**src/hdl/gct_pkg.sv**
```systemverilog
// Shared types, widths and constants for the great-circle travel time block.
// Holds the CORDIC arctangent table and the structs passed between the cells.
// No dependencies.
package gct_pkg;

  // Widths of the datapath.
  localparam int CW     = 34;  // CORDIC x, y and z, signed Q30
  localparam int SPD_W  = 26;  // ground speed, Q10.16
  localparam int AQ_W   = 31;  // haversine term a, Q30 in [0, 1]
  localparam int SV_W   = 61;  // square root radicand
  localparam int SR_W   = 62;  // square root work register
  localparam int ZQ_W   = 31;  // clamped central half angle, Q30
  localparam int RAD_W  = 24;  // sphere radius in metres
  localparam int NUM_W  = 56;  // dividend, radius times angle
  localparam int DEN_W  = 32;  // divisor, speed shifted by six
  localparam int TIME_W = 40;  // travel time, Q32.8

  localparam int TAB_LEN    = 40;
  localparam int SQRT_STEPS = 31;  // radicand never exceeds 2^60

  localparam logic [CW-1:0]     K_GAIN   = CW'(652032874);
  localparam logic [34:0]       K_PI     = 35'd3373259426;
  localparam logic [34:0]       K_HALFPI = 35'd1686629713;
  localparam logic [AQ_W-1:0]   K_ONE    = AQ_W'(1073741824);
  localparam logic [TIME_W-1:0] TIME_MAX = '1;

  // Arctangent of 2^-i, truncated to Q30.
  localparam logic [31:0] ATAN_TAB [TAB_LEN] = '{
    32'd843314856, 32'd497837829, 32'd263043836, 32'd133525158, 32'd67021686,
    32'd33543515, 32'd16775850, 32'd8388437, 32'd4194282, 32'd2097149,
    32'd1048575, 32'd524287, 32'd262143, 32'd131071, 32'd65535,
    32'd32767, 32'd16383, 32'd8191, 32'd4095, 32'd2047,
    32'd1023, 32'd511, 32'd255, 32'd127, 32'd63,
    32'd31, 32'd15, 32'd7, 32'd3, 32'd1,
    32'd0, 32'd0, 32'd0, 32'd0, 32'd0, 32'd0, 32'd0, 32'd0, 32'd0, 32'd0
  };

  // Four rotation lanes: half latitude and longitude differences, two latitudes.
  typedef struct packed {
    logic [3:0][CW-1:0] x;
    logic [3:0][CW-1:0] y;
    logic [3:0][CW-1:0] z;
    logic [3:0]         flip;
    logic [SPD_W-1:0]   speed;
  } gct_rot_t;

  // Two square root lanes: sqrt(a) and sqrt(1 - a).
  typedef struct packed {
    logic [1:0][SV_W-1:0] v;
    logic [1:0][SR_W-1:0] r;
    logic [SPD_W-1:0]     speed;
  } gct_sqrt_t;

  // Vectoring CORDIC for atan2.
  typedef struct packed {
    logic [CW-1:0]    x;
    logic [CW-1:0]    y;
    logic [CW-1:0]    z;
    logic [SPD_W-1:0] speed;
  } gct_vec_t;

  // Restoring divider: partial remainder, dividend turning into quotient.
  typedef struct packed {
    logic [DEN_W-1:0] rem;
    logic [NUM_W-1:0] num;
    logic [DEN_W-1:0] den;
  } gct_div_t;

endpackage

```
**src/hdl/gct_rot_cell.sv**
```systemverilog
// One rotation CORDIC cell, four lanes in parallel, for sine and cosine.
// Depends on gct_pkg.
module gct_rot_cell #(
  parameter int IDX = 0
) (
  input  logic             clk_i,
  input  gct_pkg::gct_rot_t in_i,
  output gct_pkg::gct_rot_t out_o
);
  import gct_pkg::*;

  localparam logic signed [CW-1:0] ATAN_C = CW'(ATAN_TAB[IDX]);

  gct_rot_t cell_d, cell_q;

  // Rotate each lane towards zero residual angle.
  always_comb begin
    logic signed [CW-1:0] xs, ys, zs, dx, dy;
    cell_d = in_i;
    for (int l = 0; l < 4; l++) begin
      xs = in_i.x[l];
      ys = in_i.y[l];
      zs = in_i.z[l];
      dx = ys >>> IDX;
      dy = xs >>> IDX;
      if (zs >= 0) begin
        cell_d.x[l] = xs - dx;
        cell_d.y[l] = ys + dy;
        cell_d.z[l] = zs - ATAN_C;
      end else begin
        cell_d.x[l] = xs + dx;
        cell_d.y[l] = ys - dy;
        cell_d.z[l] = zs + ATAN_C;
      end
    end
  end

  always_ff @(posedge clk_i) begin
    cell_q <= cell_d;
  end

  assign out_o = cell_q;

endmodule

```
**config.mk**
```make
export PLATFORM = sky130hd
export DESIGN_NAME = gct_rot_cell
export DESIGN_NICKNAME = d
export VERILOG_FILES = /design/src/hdl/gct_pkg.sv /design/src/hdl/gct_rot_cell.sv
export SDC_FILE = /design/constraint.sdc
export NUM_CORES = 1
export LEC_CHECK = 0
export ABC_AREA = 1
export ABC_CLOCK_PERIOD_IN_PS = 8000
export BUFFER_PORTS_ARGS = -buffer_cell sky130_fd_sc_hd__buf_2
export CAP_MARGIN = 0
export CORE_ASPECT_RATIO = 2
export CORE_UTILIZATION = 35
export DETAILED_ROUTE_END_ITERATION = 8
export PLACE_DENSITY_LB_ADDON = 0.25
export SLEW_MARGIN = 20
export SYNTH_ARGS = -nofsm -noshare
export SYNTH_HDL_FRONTEND = slang
export SYNTH_SLANG_ARGS = --single-unit
```
**constraint.sdc**
```tcl
create_clock -name clk_i -period 8 [get_ports clk_i]
set_clock_uncertainty 0.1 [all_clocks]
set_input_delay 0.8 -clock clk_i [delete_from_list [all_inputs] [get_ports clk_i]]
set_output_delay 0.8 -clock clk_i [all_outputs]
set_load 0.02 [all_outputs]
```
# Word-level counts from Yosys, hierarchy flattened
# Index checks and enable logic that the tools add are counted.
# op_classes
magnitude_cmp	4
mux	12
add_sub_neg	20
# ops
cell	n
two-way mux 34 bit	12
subtractor 34 bit	8
adder 34 x 31 -> 34 bit (second input constant)	4
adder 34 bit	4
greater-or-equal comparator 34 x 1 -> 1 bit (second input constant)	4
subtractor 34 x 31 -> 34 bit (second input constant)	4
# totals
input_bits	439
elab_cells	50
ff_bits	438
out_inout_bits	438

# Logic depth before layout (Yosys ltp)
# logic_depth
word_depth	2
ltp_mapped	21
depth_no_buf	20

# Worst setup path before layout
# OpenSTA, ideal clock, no wires.
# synth_path
kind	input to register
from	input in_i[165] in the netlist's numbering
to	register cell_q, in the netlist out_o[150]
arrival_time_ns	3.467
slack_ns	4.320
setup_ns	0.112
t_required_ns	7.788
cell_stages	19
n_path_buf	1
path_cell_list	inv_1 -> ha_1 -> nand3_1 -> nor3_1 -> nand4_1 -> nor2_1 -> nor2_2 -> clkbuf_1 -> ha_1 -> a21oi_1 -> nand2_1 -> a21boi_1 -> o21ai_0 -> nand2_1 -> nand2_1 -> nand2_1 -> nand2_1 -> nand2_1 -> nand2_1
# synth_lines
element	line_no	source
from (decl)	gct_rot_cell.sv:7	input gct_pkg::gct_rot_t in_i,
to (signal assigned)	gct_rot_cell.sv:39	cell_q <= cell_d;
to (decl)	gct_rot_cell.sv:14	gct_rot_t cell_d, cell_q;

==> flow_summary.toml <==
[clocking]
cts_buffers = 47
cts_sinks = 434
cts_resized = 0
path_clk_slew_ps = 70
cts_max_path_buffers = 3
htree_num_levels = 2
post_cts_buffers = 0
tritoncts = "yes"
cts_hold_buf = 0
root_buffer = "clkbuf_16"

[floorplan]
die_w_um = 256
start_util = 0.353
io_pins = 877
die_area_mm2 = 0.131
die-height_um = 511
fp.coreArea_mm2 = 0.128
num_rows = 186

[flow_run]
cap_violations = 0

[placed_design]
gp_congestion = 1.06
port_buffers = 876
dpl.hpwl_mm = 226

[hold_path]
hold_path_end = "out_o[16]$_DFF_P_"
hp-start = "in_i[16]"
holdCritPathClass = "in2reg"
hold_depth = 1

[routing]
wl_met2_mm = 131
met3_length_mm = 18.9
met1Wirelength_mm = 79.5
top_layer = "met5"
drt_first_iter_violations = 3192
drc = 0
first_pass_iters = 6
vias_per_cell = 5.36
ant_nets = 0
routed_wl_mm = 259
vias = 53600
post_drt_wl_per_cell_um = 25.9

[yosys]
ys_ff_latch = 434
syn_avg_cell_area_um2 = 6.07
synth.cell_area_mm2 = 0.0453
synth-warning-count = 0
synthCells = 7455
postSynth.topFlopCell = "dfxtp_1"
synth_edf_count = 0
synth.net_count = 8426
ys_types = 49
async_flop_share = 0
seq_area_frac_synth = 0.192

[critical_path]
startpoint_type = "primary input"
critPathMaxFanout = 41
max_stage_delay_ps = 600
slowest_stage = "nor3_1"
cpMostUsedCell = "nand2_1"
cp.required_ps = 8470
crit_path_cell_trace = "buf_2 > inv_1 > ha_1 > nand3_1 > nor3_1 > nand3b_1 > o21ai_4 > buf_4 > buf_4 > ha_1 > a21oi_1 > o21ai_1 > a21oi_1 > o21ai_2 > nand2_1 > nand2_1 > nand2_1 > nand2_1 > nand2_1 > nand2_1"
crit_type = "in2reg"
end_kind = "register"
arrival_ps = 5500

[timing]
whs_ps = 106
worstMarginPinSlew_ps = 1060
setup_tns_ps = 0
rsz0062_at_grt = "false"
fmax_mhz = 199
hold_viol = 0
relSlewSlack = 0.286
period_share = 0.629
setup_violations = 0
min_period_ps = 5030
slew_violations = 0

[layout]
layout.cells.most_common_list = "nand2_1, inv_1, buf_2, nor2_1, nand3_1"
finish.utilization = 0.410
drive_gt1_frac = 0.134
largest_reg_flops = 434
area_growth_syn_to_layout_pct = 16.2
final_common_cell = "nand2_1"
nets = 9193

[global_routing]
grt_max_degree = 81
grt_pass1_wl_mm = 359
overflow = 0
grt.total_usage = 0.381
antenna_found_initial = 90
grt_pass1_vias = 54100

[pwr]
leakage_nw = 28.0
power.share.clock = 0.254
powerDensity_mw_per_mm2 = 186
switching_power_mw = 4.62
pwr-share-comb = 0.461
p_seq_frac = 0.286
p_int_mw = 5.16
p_sw_frac = 0.472
peakVddDrop_uv = 181

[status]
outcome = "completed"
## cell type report
type / count / area [µm²]
diodes: 46 / 115
clock buffers: 60 / 1330
clock inverters: 26 / 342
fillers: 14300 / 75600
inverters: 1033 / 3880
multi-input cells: 5817 / 31700
flip-flops and latches: 434 / 8690
well taps: 1692 / 2120
repair buffers: 889 / 4480
## routing by layer
| layer | track usage | vias to the layer above |
|---|---|---|
| met4 | 0.370 | 62 |
| met5 | 0 | - |
| met1 | 0.317 | 24700 |
| met2 | 0.718 | 2276 |
| met3 | 0.0990 | 911 |
| li1 | - | 25700 |
## logic make-up after synthesis
logic type	share of synthesized area
and+or+nand+nor	0.347
muxes	0.000885
xor gates and xnor gates	0.0420
buffers and inverters	0.110
adders and majority gates	0.150
AOI/OAI and AO/OA	0.159
DFF	0.192
## critical path: cells and delay by family
family | cells | cell delay (ps)
simple gates | 9 | 1630
compound gates | 5 | 1200
buf+inv | 4 | 1200
fa+ha+maj | 2 | 630
## worst max-delay path by stage
| stage | from | to | slack (ps) | depth (start not counted) |
|---|---|---|---|---|
| floorplan | in_i[165] | out_o[150]$_DFF_P_ | 4320 | 19 |
| CTS | in_i[131] | out_o[131]$_DFF_P_ | 3050 | 20 |
| global placement | in_i[131] | out_o[123]$_DFF_P_ | 2380 | 20 |
| global route | in_i[131] | out_o[131]$_DFF_P_ | 2750 | 20 |
| detailed placement | in_i[131] | out_o[131]$_DFF_P_ | 2340 | 20 |
| finish | in_i[131] | out_o[131]$_DFF_P_ | 2970 | 20 |
## cell usage after synthesis (57+ instances only)
library cell,number,area share
o21bai_1,59,0.0098
a21oi_1,630,0.070
a21o_1,57,0.0095
o21ai_1,58,0.0064
nand3_1,655,0.072
nand4_1,81,0.011
buf_4,87,0.014
nand2_1,2048,0.17
xor2_1,190,0.037
o21ai_0,422,0.047
buf_2,68,0.0075
dfxtp_1,434,0.19
inv_1,1014,0.084
nor2_1,704,0.058
nor3_1,112,0.012
ha_1,516,0.14
## power groups by stage
stage | clock network, mW | registers (mW) | logic, mW
2_1_floorplan | 0 | 3.21 | 2.14
3_3_place_gp | 0 | 2.83 | 4.42
3_5_place_dp | 0 | 2.83 | 4.42
4_1_cts | 2.54 | 2.79 | 4.44
5_1_grt | 2.59 | 2.81 | 4.81
6_report | 2.48 | 2.79 | 4.50
## through the flow
step	std cells	total power, mW	setup slack, ps	instance area, µm²
6_report	9997	9.77	2970	52600
5_1_grt	9965	10.2	2750	52500
4_1_cts	9951	9.77	3050	52500
3_5_place_dp	9865	7.25	2340	50800
3_3_place_gp	9865	7.26	2380	50800
2_1_floorplan	7455	5.35	4320	45300
No activity file was read; power rests on OpenSTA's default activity.
