`src/hdl/gct_pkg.sv`:
```
// Shared types, widths and constants for the great-circle travel time block.
// Holds the CORDIC arctangent table and the structs passed between the cells.
// No dependencies.
package gct_pkg;

  // Widths of the datapath.
  localparam int CW     = 34;  // CORDIC x, y and z, signed Q30
  localparam int SPD_W  = 26;  // ground speed, Q10.16
  localparam int AQ_W   = 31;  // haversine term a, Q30 in [0, 1]
  localparam int SV_W   = 61;  // square root radicand
  localparam int SR_W   = 62;  // square root work register
  localparam int ZQ_W   = 31;  // clamped central half angle, Q30
  localparam int RAD_W  = 24;  // sphere radius in metres
  localparam int NUM_W  = 56;  // dividend, radius times angle
  localparam int DEN_W  = 32;  // divisor, speed shifted by six
  localparam int TIME_W = 40;  // travel time, Q32.8

  localparam int TAB_LEN    = 40;
  localparam int SQRT_STEPS = 31;  // radicand never exceeds 2^60

  localparam logic [CW-1:0]     K_GAIN   = CW'(652032874);
  localparam logic [34:0]       K_PI     = 35'd3373259426;
  localparam logic [34:0]       K_HALFPI = 35'd1686629713;
  localparam logic [AQ_W-1:0]   K_ONE    = AQ_W'(1073741824);
  localparam logic [TIME_W-1:0] TIME_MAX = '1;

  // Arctangent of 2^-i, truncated to Q30.
  localparam logic [31:0] ATAN_TAB [TAB_LEN] = '{
    32'd843314856, 32'd497837829, 32'd263043836, 32'd133525158, 32'd67021686,
    32'd33543515, 32'd16775850, 32'd8388437, 32'd4194282, 32'd2097149,
    32'd1048575, 32'd524287, 32'd262143, 32'd131071, 32'd65535,
    32'd32767, 32'd16383, 32'd8191, 32'd4095, 32'd2047,
    32'd1023, 32'd511, 32'd255, 32'd127, 32'd63,
    32'd31, 32'd15, 32'd7, 32'd3, 32'd1,
    32'd0, 32'd0, 32'd0, 32'd0, 32'd0, 32'd0, 32'd0, 32'd0, 32'd0, 32'd0
  };

  // Four rotation lanes: half latitude and longitude differences, two latitudes.
  typedef struct packed {
    logic [3:0][CW-1:0] x;
    logic [3:0][CW-1:0] y;
    logic [3:0][CW-1:0] z;
    logic [3:0]         flip;
    logic [SPD_W-1:0]   speed;
  } gct_rot_t;

  // Two square root lanes: sqrt(a) and sqrt(1 - a).
  typedef struct packed {
    logic [1:0][SV_W-1:0] v;
    logic [1:0][SR_W-1:0] r;
    logic [SPD_W-1:0]     speed;
  } gct_sqrt_t;

  // Vectoring CORDIC for atan2.
  typedef struct packed {
    logic [CW-1:0]    x;
    logic [CW-1:0]    y;
    logic [CW-1:0]    z;
    logic [SPD_W-1:0] speed;
  } gct_vec_t;

  // Restoring divider: partial remainder, dividend turning into quotient.
  typedef struct packed {
    logic [DEN_W-1:0] rem;
    logic [NUM_W-1:0] num;
    logic [DEN_W-1:0] den;
  } gct_div_t;

endpackage

```
`src/hdl/gct_vec_cell.sv`:
```
// One vectoring CORDIC cell, accumulating the arctangent of y over x.
// Depends on gct_pkg.
module gct_vec_cell #(
  parameter int IDX = 0
) (
  input  logic             clk_i,
  input  gct_pkg::gct_vec_t in_i,
  output gct_pkg::gct_vec_t out_o
);
  import gct_pkg::*;

  localparam logic signed [CW-1:0] ATAN_C = CW'(ATAN_TAB[IDX]);

  gct_vec_t cell_d, cell_q;

  // Rotate the vector towards the x axis.
  always_comb begin
    logic signed [CW-1:0] xs, ys, zs, dx, dy;
    cell_d = in_i;
    xs = in_i.x;
    ys = in_i.y;
    zs = in_i.z;
    dx = ys >>> IDX;
    dy = xs >>> IDX;
    if (ys >= 0) begin
      cell_d.x = xs + dx;
      cell_d.y = ys - dy;
      cell_d.z = zs + ATAN_C;
    end else begin
      cell_d.x = xs - dx;
      cell_d.y = ys + dy;
      cell_d.z = zs - ATAN_C;
    end
  end

  always_ff @(posedge clk_i) begin
    cell_q <= cell_d;
  end

  assign out_o = cell_q;

endmodule

```
`config.mk`:
```
export PLATFORM = sky130hd
export DESIGN_NAME = gct_vec_cell
export DESIGN_NICKNAME = d
export VERILOG_FILES = /design/src/hdl/gct_pkg.sv /design/src/hdl/gct_vec_cell.sv
export SDC_FILE = /design/constraint.sdc
export NUM_CORES = 1
export LEC_CHECK = 0
export ABC_CLOCK_PERIOD_IN_PS = 10140
export BUFFER_PORTS_ARGS = -buffer_cell sky130_fd_sc_hd__buf_4
export CAP_MARGIN = 20
export CORE_ASPECT_RATIO = 1.5
export CORE_MARGIN = 1
export CORE_UTILIZATION = 41
export DETAILED_ROUTE_END_ITERATION = 8
export SLEW_MARGIN = 25
export SYNTH_ARGS = -nofsm -noshare
export SYNTH_HDL_FRONTEND = slang
export SYNTH_SLANG_ARGS = --single-unit
```
`constraint.sdc`:
```
create_clock -name clk_i -period 10.14 [get_ports clk_i]
set_input_delay 1.014 -clock clk_i [delete_from_list [all_inputs] [get_ports clk_i]]
set_output_delay 1.014 -clock clk_i [all_outputs]
set_load 0.01 [all_outputs]
```
After elaboration in Yosys (flattened, before gate mapping)
Index checks and enable logic that the tools add are counted.

storage, ports and cells
  flip-flop bits (word level) = 128
  bits of input ports = 129
  output and inout port bits = 128
  logic and storage cells = 11

cells by class
  muxes and demuxes = 1
  add/sub/neg operators = 5
  order comparisons = 1

operators with widths
  operator                                                                              count
  102-bit two-way mux                                                                   1
  34-bit subtractor                                                                     2
  34-bit by 31-bit adder with 34-bit output, second input constant                      1
  34-bit adder                                                                          1
  34-bit by 1-bit greater-or-equal comparator with 1-bit output, second input constant  1
  34-bit by 31-bit subtractor with 34-bit output, second input constant                 1

Longest topological paths before layout
  depth after elaboration = 2
  gate-level depth with buffers = 18
  mapped depth without buffers = 13

Worst setup path before layout
OpenSTA, ideal clock, no wires.

  path kind = input port to flip-flop
  from = input in_i[93] in the netlist's numbering
  to = register cell_q, in the netlist out_o[57]
  data arrival time = 4.280 ns
  cell stages on the path = 18
  setup time = 0.128 ns
  slack = 5.732 ns
  buffers on the path = 6
  path through = bufbuf_16 clkbuf_8 buf_2 buf_2 clkbuf_8 clkbuf_1 xor2_1 ha_1 o21a_1 o21ai_0 a21oi_1 o311ai_2 a31oi_4 o211ai_1 a21oi_1 a21oi_1 o32ai_2 xor2_1

RTL lines
  item                  RTL line            RTL
  start, declared       gct_vec_cell.sv:7   input gct_pkg::gct_vec_t in_i,
  end signal, assigned  gct_vec_cell.sv:37  cell_q <= cell_d;
  end, declared         gct_vec_cell.sv:14  gct_vec_t cell_d, cell_q;

==> metrics.md <==
| Metric | Value |
|---|---|
| Startpoint Class | `input pin` |
| Finished Layout Cells | `1887` |
| Area growth syn-to-layout | `24.5%` |
| Clock buffer depth | `2` |
| Die Footprint | `0.0262 mm2` |
| Mapped Cells | `1339` |
| Initial antenna violation count | `0` |
| CTS Buf Count | `17` |
| Leakage | `0.00613 uW` |
| Final period utilization | `0.432` |
| Worst slew pin tran | `0.907 ns` |
| Worst path cell trace | `buf_4, inv_2, buf_4, ha_1, a21o_1, a21o_1, a21oi_1, a31oi_4, o211ai_1, nand3_1, a221o_1, mux2i_1, xnor2_1` |
| Fin crit period | `4.38 ns` |
| DP HPWL | `27300 um` |
| Initial core utilization | `0.418` |
| NumNets Final | `1790` |
| # fillers | `2520` |
| Most frequent cells in the layout | `buf_4 (258), a21oi_1 (159), dfxtp_1 (127), inv_1 (116), ha_1 (112)` |
| WHS Path Cells | `1` |
| Buffers on Ports | `256` |
| Signal arrival time at the worst endpoint | `4.75 ns` |
| CTS Sinks | `127` |
| CTS tree | `built` |
| Status | `finished clean` |
| Post-CTS Resized | `0` |
| Design Power | `2010 uW` |
| Hold Fails Final Rpt | `0` |
| Layout cells sized above 1 | `0.207` |
| Final critical-path setup slack | `5.76 ns` |
| Number of synthesized flops with an enable pin | `0` |
| Peak VDD IR | `0.122 mV` |
| Hold-fix buffers, CTS | `0` |
| Placed cells | `1855` |
| Synthesized flop and latch total | `127` |
| CP Class | `input pin to register` |
| Number of global-route vias before repair | `10200` |
| Drt drc | `0` |
| Clock Pin Slew Worst Setup and Hold Paths | `0.06 ns` |
| I/O Pins | `257` |
| Drt via density | `5.61` |
| Mapped Area | `0.0105 mm2` |
| Post-synthesis sequential area ratio | `0.243` |
| Pre-CTS setup slack | `5.35 ns` |
| Die Width | `132 um` |
| Area contributors post-synth | `dfxtp_1 (24%), ha_1 (13%), a21oi_1 (7.6%)` |
| H-tree depth | `4` |
| RSZ-0062 raised after global routing | `no` |
| Core area | `0.0251 mm2` |
| CP peak stage delay | `0.61 ns` |
| Ys async rst share | `0` |
| Dpl cell area | `0.0124 mm2` |
| Routed via count | `10600` |
| Final Wtd Congestion | `0.938` |
| Most common cell after layout, fill and taps aside | `buf_4` |
| Initial DRT Pass Iterations | `5` |
| Clock root buffer | `clkbuf_16` |
| DIE HEIGHT | `198 um` |
| Tightest Hold Check Type | `input pin to register` |
| Setup bufs post-CTS | `0` |
| Critical path peak fanout | `57` |
| Worst EP required | `10.51 ns` |
| Slowest stage cell, crit path | `inv_2` |
| Area leader, netlist | `dfxtp_1` |
| YS warnings | `0` |
| Iter 0 DRT Violations | `724` |
| Row cnt | `71` |
| Syn_area_per_cell | `7.82 um2` |
| GRT Util Overall | `0.261` |
| Setup crit end kind | `register` |
| Worst Hold Endpoint | `out_o[28]` |
| Slew margin rel. | `0.390` |
| Pwr per Cell Area | `154 mW/mm2` |
| First-pass GRT wire length | `53200 um` |
| Share of the synthesized area in the top cell type | `0.243` |
| Maxcap violations | `0` |
| Remaining Overflow, GRT | `0` |
| Hold_sp | `in_i[28]` |
| Antenna fix cells | `0` |
| DRT Wirelength | `34700 um` |
| Synth cell types | `87` |
| Pin count of the biggest net entering global routing | `79` |
| Max reg flops | `127` |
| Setup violations, final | `0` |
| Prevailing post-synth register cell | `dfxtp_1` |
| Antenna-violating nets left | `0` |
| Design area | `0.0130 mm2` |
| Fmax | `228 MHz` |
| Max-slew violations | `0` |
| Syn nets | `1583` |
| Setup TNS | `0 ns` |
| Routed length per placed instance | `18.4 um` |
## worst max-delay path: cells and delay by family
kind | cells | cell delay [ns]
xor gates and xnor gates | 1 | 0.13
muxes | 1 | 0.19
and+or+nand+nor | 1 | 0.16
AOI/OAI and AO/OA | 6 | 1.33
adders and majority gates | 1 | 0.40
buffers and inverters | 3 | 1.46
## per-stage QoR
stage	hold slack, ns	util
after floorplan	1.04	-
after global placement	1.12	0.496
after detailed placement	1.12	0.496
after CTS	0.656	0.521
after global routing	0.657	0.521
final	0.674	0.521
## final cells by class
cell class              instances  area, um2  share of cell area
flip-flops and latches        127       2540               0.195
clock inverters                15        193              0.0148
well taps                     328        410              0.0315
multi-input cells            1022       7080               0.543
inverters                     120        450              0.0345
clock buffers                  17        425              0.0326
repair buffers                258       1940               0.149
## power by group
| part | internal [uW] | switching (uW) |
|---|---|---|
| Sequential | 592 | 26.4 |
| Clock | 376 | 282 |
| Combinational | 322 | 414 |
| Total | 1290 | 722 |
## per-layer routing
metal  share of wire  track usage
met1            0.38        0.275
met2            0.51        0.486
met3           0.059       0.0415
met4           0.053        0.157
met5               0            0
## cell usage after synthesis (3+ instances only)
master,n
clkbuf_1,40
a22oi_1,3
or4_1,3
o21ai_1,4
nand2b_1,12
a311o_1,3
o21ai_0,91
a31oi_1,9
inv_1,116
a21boi_0,7
ha_1,112
nor3_1,25
and2_1,10
o22ai_1,9
nor2b_1,12
or2_2,7
a211oi_1,14
a21o_1,48
xor2_1,24
nand3b_1,3
dfxtp_1,127
buf_4,5
fa_1,3
a41oi_1,3
nor2_1,110
o31a_1,3
o21bai_1,35
o31ai_1,13
clkbuf_8,4
o211ai_1,13
buf_2,13
buf_6,4
mux2i_1,23
xnor2_1,69
nor4_1,7
or3_1,5
and3_1,4
nand4_1,15
nand2_1,78
a31o_2,8
o21a_1,9
a31oi_4,3
a21oi_1,159
nand3_1,14
## logic make-up (layout without fill, tap and decap cells)
logic type               after synthesis  in the layout  share of synthesized area
buffers and inverters                190            410                     0.0810
AND/OR/NAND/NOR                      314            314                      0.141
AO/OA/AOI/OAI                        476            476                      0.295
adder cells (fa/ha/maj)              116            116                      0.141
flip-flops                           127            127                      0.243
multiplexers                          23             23                     0.0220
XOR/XNOR                              93             93                     0.0778
## worst max-delay path by stage
stage / startpoint / slack [ns] / depth (start not counted) / end
after CTS: in_i[93] / 5.82 / 13 / out_o[58]
after global placement: in_i[93] / 5.44 / 13 / out_o[58]
after floorplan: in_i[93] / 5.73 / 18 / out_o[57]
after global routing: in_i[93] / 5.55 / 13 / out_o[58]
final: in_i[93] / 5.76 / 13 / out_o[58]
after detailed placement: in_i[93] / 5.35 / 13 / out_o[58]
(Power assumes the default switching activity.)
