===== src/hdl/gct_pkg.sv =====
// Shared types, widths and constants for the great-circle travel time block.
// Holds the CORDIC arctangent table and the structs passed between the cells.
// No dependencies.
package gct_pkg;

  // Widths of the datapath.
  localparam int CW     = 34;  // CORDIC x, y and z, signed Q30
  localparam int SPD_W  = 26;  // ground speed, Q10.16
  localparam int AQ_W   = 31;  // haversine term a, Q30 in [0, 1]
  localparam int SV_W   = 61;  // square root radicand
  localparam int SR_W   = 62;  // square root work register
  localparam int ZQ_W   = 31;  // clamped central half angle, Q30
  localparam int RAD_W  = 24;  // sphere radius in metres
  localparam int NUM_W  = 56;  // dividend, radius times angle
  localparam int DEN_W  = 32;  // divisor, speed shifted by six
  localparam int TIME_W = 40;  // travel time, Q32.8

  localparam int TAB_LEN    = 40;
  localparam int SQRT_STEPS = 31;  // radicand never exceeds 2^60

  localparam logic [CW-1:0]     K_GAIN   = CW'(652032874);
  localparam logic [34:0]       K_PI     = 35'd3373259426;
  localparam logic [34:0]       K_HALFPI = 35'd1686629713;
  localparam logic [AQ_W-1:0]   K_ONE    = AQ_W'(1073741824);
  localparam logic [TIME_W-1:0] TIME_MAX = '1;

  // Arctangent of 2^-i, truncated to Q30.
  localparam logic [31:0] ATAN_TAB [TAB_LEN] = '{
    32'd843314856, 32'd497837829, 32'd263043836, 32'd133525158, 32'd67021686,
    32'd33543515, 32'd16775850, 32'd8388437, 32'd4194282, 32'd2097149,
    32'd1048575, 32'd524287, 32'd262143, 32'd131071, 32'd65535,
    32'd32767, 32'd16383, 32'd8191, 32'd4095, 32'd2047,
    32'd1023, 32'd511, 32'd255, 32'd127, 32'd63,
    32'd31, 32'd15, 32'd7, 32'd3, 32'd1,
    32'd0, 32'd0, 32'd0, 32'd0, 32'd0, 32'd0, 32'd0, 32'd0, 32'd0, 32'd0
  };

  // Four rotation lanes: half latitude and longitude differences, two latitudes.
  typedef struct packed {
    logic [3:0][CW-1:0] x;
    logic [3:0][CW-1:0] y;
    logic [3:0][CW-1:0] z;
    logic [3:0]         flip;
    logic [SPD_W-1:0]   speed;
  } gct_rot_t;

  // Two square root lanes: sqrt(a) and sqrt(1 - a).
  typedef struct packed {
    logic [1:0][SV_W-1:0] v;
    logic [1:0][SR_W-1:0] r;
    logic [SPD_W-1:0]     speed;
  } gct_sqrt_t;

  // Vectoring CORDIC for atan2.
  typedef struct packed {
    logic [CW-1:0]    x;
    logic [CW-1:0]    y;
    logic [CW-1:0]    z;
    logic [SPD_W-1:0] speed;
  } gct_vec_t;

  // Restoring divider: partial remainder, dividend turning into quotient.
  typedef struct packed {
    logic [DEN_W-1:0] rem;
    logic [NUM_W-1:0] num;
    logic [DEN_W-1:0] den;
  } gct_div_t;

endpackage


===== src/hdl/gct_sqrt_cell.sv =====
// One digit cell of a floor integer square root, two lanes in parallel.
// Depends on gct_pkg.
module gct_sqrt_cell #(
  parameter int K = 0
) (
  input  logic              clk_i,
  input  gct_pkg::gct_sqrt_t in_i,
  output gct_pkg::gct_sqrt_t out_o
);
  import gct_pkg::*;

  localparam logic [SR_W-1:0] BIT_C = SR_W'(1) << (2 * K);

  gct_sqrt_t cell_d, cell_q;

  // Try to subtract the trial value and shift in one root bit.
  always_comb begin
    logic [SR_W-1:0] trial;
    cell_d = in_i;
    for (int l = 0; l < 2; l++) begin
      trial = in_i.r[l] + BIT_C;
      if ({1'b0, in_i.v[l]} >= trial) begin
        cell_d.v[l] = in_i.v[l] - trial[SV_W-1:0];
        cell_d.r[l] = (in_i.r[l] >> 1) + BIT_C;
      end else begin
        cell_d.r[l] = in_i.r[l] >> 1;
      end
    end
  end

  always_ff @(posedge clk_i) begin
    cell_q <= cell_d;
  end

  assign out_o = cell_q;

endmodule


===== config.mk =====
export PLATFORM = sky130hd
export DESIGN_NAME = gct_sqrt_cell
export DESIGN_NICKNAME = d
export VERILOG_FILES = /design/src/hdl/gct_pkg.sv /design/src/hdl/gct_sqrt_cell.sv
export SDC_FILE = /design/constraint.sdc
export NUM_CORES = 1
export LEC_CHECK = 0
export ABC_AREA = 1
export BUFFER_PORTS_ARGS = -buffer_cell sky130_fd_sc_hd__clkbuf_2
export CORE_MARGIN = 2
export CORE_UTILIZATION = 56
export CTS_CLUSTER_SIZE = 14
export DETAILED_ROUTE_END_ITERATION = 16
export PLACE_DENSITY_LB_ADDON = 0.1
export SLEW_MARGIN = 40
export SYNTH_ARGS = -nofsm -noshare
export SYNTH_HDL_FRONTEND = slang
export SYNTH_SLANG_ARGS = --single-unit

===== constraint.sdc =====
create_clock -name clk_i -period 4.9 [get_ports clk_i]
set_clock_uncertainty 0.1 [all_clocks]
set_input_delay 0.245 -clock clk_i [delete_from_list [all_inputs] [get_ports clk_i]]
set_output_delay 0.245 -clock clk_i [all_outputs]
set_load 0.02 [all_outputs]

==> results of run 1 <==
[what timing repair did]
action / 4_1_cts
hold buffers: 270
hold endpoints to repair: 272
setup endpoints to repair: 0
[per-layer routing]
layer  GRT usage  overflow
met5      0.0400         1
met4       0.596        12
met3       0.245         2
met2       0.843        17
met1       0.577         0
[Yosys cell counts (19+ instances only)]
library cell  number
o21bai_1          19
xnor2_1           54
mux2i_1           21
nor3_1            70
nand3_1          418
nand4_1           68
clkbuf_1          25
xor2_1           199
inv_1            546
ha_1             126
nor2_1           445
a21oi_1          176
dfxtp_1          272
o21ai_0           74
nand2_1         1548
buf_2             48
[cell families after synthesis]
| kind of cell | after synthesis |
|---|---|
| compound gates | 284 |
| xor+xnor | 253 |
| fa+ha+maj | 128 |
| buf+inv | 665 |
| flops | 272 |
| mux | 21 |
| simple gates | 2595 |
[stage by stage]
stage          hold WS (ps)  worst slack (ps)
2_1_floorplan           173              1170
3_3_place_gp            247               216
3_5_place_dp            249               105
4_1_cts                 164               129
==> results_dict.tcl, run 1 <==
set metrics [dict create \
    dp.cells 5274 \
    ys_seq_area_frac 0.224 \
    syn_avg_cell_area_um2 5.77 \
    lastStage "global routing" \
    async_flop_share 0 \
    ys_ff_latch 272 \
    grt_pass1_vias 33843 \
    cts_made_buffers 30 \
    ys.flop_type "dfxtp_1" \
    synthMuxAreaShare 0.00863 \
    synth-simple-area-share 0.437 \
    grt_max_degree 124 \
    synth_edf_count 0 \
    die_h_um 213 \
    cts_root_buf "clkbuf_16" \
    syn_area_um2 24400 \
    io_pins 545 \
    rows 76 \
    cts_setup_buffers 0 \
    status "stopped before the end" \
    die_w_um 213 \
    gp_congestion 1.08 \
    post_synth_num_cell_types 41 \
    initial_core_util 0.567 \
    grt_pass1_wl_um 194000 \
    synth_largest_area_cell "nand2_1" \
    htreeDepth 1 \
    stop_error "[ERROR GRT-0116] Global routing finished with congestion. Check the congestion regions in the DRC Viewer." \
    hpwl_um 89600 \
    syn_inst 4218 \
    syn_nets 4619 \
    synth-compound-area-share 0.0615 \
    synth_top_family_by_area "simple AND/OR/NAND/NOR gates" \
    synth_fa_ha_area_frac 0.0664 \
    io_buffers 544 \
    cts_sinks 272 \
    grt_overflow 32 \
    yosysWarnings 0 \
    clockBufferDepth 3 \
    placed_area_um2 27600 \
    ys_top_cells_by_area "nand2_1 24%, dfxtp_1 22%, nand3_1 8.6%" \
    synth_xor_area_frac 0.0910 \
    cts_resized 0 \
    grt_usage 0.568 \
    synth_top_cell_area_share 0.239 \
]
==> run 2: changes to the inputs <==
CORE_UTILIZATION = 40   (was 56)
CTS_CLUSTER_SIZE = not set   (was 14)
PLACE_DENSITY_LB_ADDON = 0.15   (was 0.1)
==> run 2 against run 1 <==
The run now ends clean. Synthesized cell count stayed put. Synthesized area stayed put.
==> results_dict.tcl, run 2 <==
set metrics [dict create \
    status "completed" \
    cp-end-kind "register" \
    hold_class "primary input to register" \
    gp_congestion 1.02 \
    path_buf_inv 6 \
    cts_sinks 272 \
    crit_chain "dlygate4sd3_1, clkbuf_2, ha_1, inv_1, nor2_1, buf_4, inv_1, nor3_2, nand2_1, xor2_1, a21oi_1, ha_1, nand2_1, nor2_1, nand2_1, nor2_1, nand2_1, nor2_1, o21ai_0, nand2_1, nand2_4, buf_16, nand3_1, nand2_1" \
    ys_top_cells_by_area "nand2_1 24%, dfxtp_1 22%, nand3_1 8.6%" \
    pwr-share-clk 0.286 \
    io_pins 545 \
    htreeDepth 1 \
    drc 0 \
    final_max_slew_viol_count 0 \
    cpMostUsedCell "nand2_1" \
    utilization 0.532 \
    io_buffers 544 \
    synth_edf_count 0 \
    cp-endpoint "out_o[259]$_DFF_P_" \
    syn_nets 4619 \
    peakVddDrop_mv 0.254 \
    power_density_nw_per_um2 255 \
    mostFrequentLayoutCells "1,548 x nand2_1, 546 x inv_1, 544 x clkbuf_2" \
    grt_usage 0.365 \
    syn_inst 4218 \
    path_depth 24 \
    ys_seq_area_frac 0.224 \
    die_h_um 251 \
    syn_area_um2 24400 \
    setup_viol 0 \
    required_ps 5300 \
    synth_top_cell_area_share 0.239 \
    final_common_cell "nand2_1" \
    vias 29839 \
    p_sw_frac 0.398 \
    grt_overflow 0 \
    p_seq_frac 0.315 \
    syn_avg_cell_area_um2 5.77 \
    die_w_um 251 \
    period_needed_ps 4590 \
    drive_gt1_frac 0.140 \
    cts_made_buffers 31 \
    grt_max_degree 124 \
    internal_power_mw 4.91 \
    final_cells 5849 \
    crit_arrival_ps 4990 \
    leakagePower_nw 17.2 \
    worst-path-max-fanout 123 \
    criticalPathCategory "primary input to register" \
    finalCritPeriodShare 0.936 \
    p_total_mw 8.16 \
    finalHoldViolCount 0 \
    drtAntennaViolNets 0 \
    cts_root_buf "clkbuf_16" \
    max_freq_mhz 218 \
    tns_ps 0 \
    relSlewSlack 0.404 \
    crit_path_start "in_i[90]" \
    first_pass_iters 8 \
    clk_pin_slew_ps 60 \
    cpMaxStageDelayCell "dlygate4sd3_1" \
    drtIter0Drc 2026 \
    power.switching_mw 3.25 \
    clockBufferDepth 3 \
    yosysWarnings 0 \
    critPathMaxStageDelay_ps 540 \
    cts_tree "built" \
    grt_pass1_wl_um 174000 \
    rows 90 \
    grt_pass1_vias 28807 \
    crit_path_start_kind "primary input" \
    viasPerCell 5.10 \
    synth_largest_area_cell "nand2_1" \
    placed_area_um2 28300 \
    ys.flop_type "dfxtp_1" \
    initial_core_util 0.404 \
    worst_slew_pin_slew_ps 887 \
    flow.area_growth_from_synthesis_pct 31.6 \
    yosys-top-cells-count "1,548 x nand2_1, 546 x inv_1, 445 x nor2_1" \
    largest_reg_flops 272 \
    die_area_um2 62900 \
    fillCellCount 6316 \
    grt_antenna_before_repair 3 \
    routed_wirelength_um 119000 \
    async_flop_share 0 \
    stdcell_area_um2 32100 \
    power_frac_comb 0.398 \
    hpwl_um 99100 \
    cpLargestDelayFamily "simple AND/OR/NAND/NOR gates" \
    dp.cells 5524 \
    synth_most_common_cell "nand2_1" \
    final_nets 5445 \
    coreArea_um2 60200 \
    drv_cap 0 \
    ys_ff_latch 272 \
    post_synth_num_cell_types 41 \
    routedWlPerCell_um 20.4 \
]
==> run 2: cell families (layout without fill, tap and decap cells) <==
logic type | count (synthesis) | count (layout) | synth area share
AO/OA/AOI/OAI | 284 | 284 | 0.0615
other | 0 | 2 | 0
AND/OR/NAND/NOR | 2595 | 2595 | 0.437
adder cells (fa/ha/maj) | 128 | 128 | 0.0664
multiplexers | 21 | 21 | 0.00863
flip-flops | 272 | 272 | 0.224
buffers and inverters | 665 | 1512 | 0.111
XOR/XNOR | 253 | 253 | 0.0910
==> run 2: power groups by stage <==
stage / Sequential, mW / Combinational, mW / Clock [mW]
2_1_floorplan: 2.93 / 1.54 / 0
3_3_place_gp: 2.62 / 3.04 / 0
3_5_place_dp: 2.61 / 3.03 / 0
4_1_cts: 2.57 / 3.22 / 2.38
5_1_grt: 2.59 / 3.52 / 2.46
6_report: 2.57 / 3.25 / 2.34
==> run 2: timing repair <==
action | CTS | global route
buffers inserted | 0 | 0
hold endpoints to repair | 270 | 0
hold buffers | 269 | 0
gates resized for setup | 0 | 7
setup endpoints to repair | 0 | 233
==> run 2: stage by stage <==
stage / worst slack, ps / hold WS (ps)
3_5_place_dp: 103 / 249
2_1_floorplan: 1170 / 173
3_3_place_gp: 128 / 247
6_report: 314 / 90.5
4_1_cts: 176 / 68.2
5_1_grt: -2.11 / 99.7
==> run 2: layer usage <==
metal	global-route usage	vias up	wire length, um
li1	-	14882	-
met1	0.403	13582	45100
met2	0.674	1107	59800
met3	0.0369	268	5880
met4	0.223	0	8590
met5	0	-	0
==> run 2: worst min path at each step <==
| stage | startpoint | to | cells after the start |
|---|---|---|---|
| after floorplan | in_i[0] | out_o[0]$_DFF_P_ | 0 |
| after detailed placement | in_i[14] | out_o[14]$_DFF_P_ | 1 |
| after global routing | in_i[91] | out_o[90]$_DFF_P_ | 4 |
| after CTS | in_i[91] | out_o[90]$_DFF_P_ | 4 |
| after global placement | in_i[5] | out_o[5]$_DFF_P_ | 1 |
| final | in_i[91] | out_o[90]$_DFF_P_ | 4 |
==> run 2: final cells by class <==
cell class | count | area, um2 | share of cell area
inverter | 552 | 2070 | 0.0647
sequential | 272 | 5450 | 0.170
clock buffer | 44 | 875 | 0.0273
tap | 782 | 978 | 0.0305
multi-input combinational | 3281 | 16200 | 0.507
clock inverter | 10 | 108 | 0.00336
antenna | 2 | 5.00 | 0.000156
timing repair buffer | 906 | 6320 | 0.197
No activity file was read; power rests on OpenSTA's default activity.
==> run 3: changes to the inputs <==
==> constraint.sdc (replaced) <==
create_clock -name clk_i -period 4.9 [get_ports clk_i]
set_clock_uncertainty 0.1 [all_clocks]
set_input_delay 1.47 -clock clk_i [delete_from_list [all_inputs] [get_ports clk_i]]
set_output_delay 1.47 -clock clk_i [all_outputs]
set_load 0.02 [all_outputs]
==> run 3 against run 2 <==
Die area unchanged. Clock power is 22% higher. Flip-flop and latch count stayed put. Critical path type unchanged. Wire length rose by 5.8%. Setup slack worse by 220 ps. Critical endpoint is now out_o[245]$_DFF_P_. Sequential power hardly changed. Largest power group unchanged. Cell count is 12% higher. Non-clock buffer count increased by 696. Worst hold slack gained 810 ps.
==> results_dict.tcl, run 3 (same netlist as run 2, synthesis figures left out) <==
set metrics [dict create \
    status "completed" \
    grt_pass1_wl_um 178000 \
    first_pass_iters 6 \
    leakagePower_nw 21.1 \
    final_max_slew_viol_count 0 \
    cts_tree "built" \
    seq_area_um2 5450 \
    final_common_cell "nand2_1" \
    path_depth 26 \
    cts_root_buf "clkbuf_16" \
    criticalPathCategory "primary input to register" \
    worst-path-max-fanout 10 \
    largest_reg_flops 272 \
    max_freq_mhz 208 \
    multiInputGateArea_um2 16800 \
    dp.cells 6446 \
    clockBufferDepth 3 \
    flow.area_growth_from_synthesis_pct 55.2 \
    routedWlPerCell_um 19.3 \
    io_buffers 544 \
    clk_pin_slew_ps 60 \
    stdcell_area_um2 37800 \
    p_total_mw 9.34 \
    period_needed_ps 4810 \
    vias 32538 \
    required_ps 5240 \
    path_buf_inv 9 \
    rows 90 \
    ctsHoldBuffers 0 \
    drtIter0Drc 2382 \
    peakVddDrop_mv 0.267 \
    power_density_nw_per_um2 247 \
    die_h_um 251 \
    critPathMaxStageDelay_ps 320 \
    routed_wirelength_um 126000 \
    drc 0 \
    initial_core_util 0.404 \
    cpMaxStageDelayCell "ha_1" \
    cp-end-kind "register" \
    gp_congestion 1.05 \
    grt_usage 0.375 \
    cpLargestDelayFamily "simple AND/OR/NAND/NOR gates" \
    drv_cap 0 \
    drive_gt1_frac 0.312 \
    crit_arrival_ps 5150 \
    coreArea_um2 60200 \
    crit_path_start "in_i[90]" \
    relSlewSlack 0.455 \
    grt_pass1_vias 30827 \
    cts_sinks 272 \
    worst_hold_slack_ps 902 \
    die_area_um2 62900 \
    grt_antenna_before_repair 5 \
    utilization 0.628 \
    placed_area_um2 35300 \
    setup_viol 0 \
    grt_max_degree 96 \
    htreeDepth 2 \
    final_nets 6146 \
    worst_slew_pin_slew_ps 811 \
    crit_path_start_kind "primary input" \
    io_pins 545 \
    finalCritPeriodShare 0.981 \
    finalHoldViolCount 0 \
    mostFrequentLayoutCells "1,530 x nand2_1, 1,009 x buf_4, 546 x inv_1" \
    cts_made_buffers 34 \
    viasPerCell 4.97 \
    cp-endpoint "out_o[245]$_DFF_P_" \
    fillCellCount 6007 \
    drtAntennaViolNets 0 \
    die_w_um 251 \
    hold_class "primary input to register" \
    final_cells 6552 \
    grt_overflow 0 \
    hpwl_um 105000 \
]
==> run 3: cell count changes in the layout (fill, tap and decap cells not counted), sizes merged <==
cell         previous run  this run
buf                    93      1047
bufinv                  2         7
clkbuf                588       601
clkinv                  8         5
clkinvlp                0         1
diode                   2         3
dlygate4sd3           269         0
inv                   552       551
nand2                1553      1555
==> run 3: worst min-delay path by stage <==
stage | startpoint | endpoint | slack (ps) | depth (start not counted)
6_report | in_i[19] | out_o[19]$_DFF_P_ | 900 | 1
3_5_place_dp | in_i[5] | out_o[5]$_DFF_P_ | 1470 | 1
5_1_grt | in_i[19] | out_o[19]$_DFF_P_ | 890 | 1
4_1_cts | in_i[19] | out_o[19]$_DFF_P_ | 880 | 1
3_3_place_gp | in_i[7] | out_o[7]$_DFF_P_ | 1470 | 1
2_1_floorplan | in_i[0] | out_o[0]$_DFF_P_ | 1400 | 0
==> run 3: repair_timing <==
action | 4_1_cts | 5_1_grt
pin swaps | 1 | 49
endpoints found under the setup margin | 123 | 246
gates resized for setup | 4 | 165
buffers inserted | 1 | 25
cloned | 1 | 18
==> run 3: layout make-up <==
class / count / area share
Sequential cell: 272 / 0.144
Inverter: 552 / 0.0549
Tap cell: 782 / 0.0259
Clock buffer: 46 / 0.0255
Clock inverter: 12 / 0.00688
Antenna cell: 3 / 0.000199
Timing Repair Buffer: 1602 / 0.298
Multi-Input combinational cell: 3283 / 0.445
==> run 3: per-stage QoR <==
stage	TNS [ps]	setup slack, ps
after floorplan	0	29.9
after global placement	-128900	-638
after detailed placement	-131080	-683
after CTS	0	8.87
after global routing	-91.2	-12.0
final	0	95.0
==> run 3: power by group <==
group / leakage, nW / switching [mW] / internal [mW] / total (mW)
combinational: 18.3 / 2.31 / 1.60 / 3.91
clock: 0.594 / 1.09 / 1.75 / 2.85
sequential: 2.29 / 0.109 / 2.48 / 2.59
==> run 3: per-layer routing <==
metal	vias up	GRT usage	routed length (um)
li1	16303	-	-
met1	14644	0.415	47300
met2	1252	0.677	61600
met3	335	0.0416	7370
met4	4	0.250	10100
met5	-	0	20
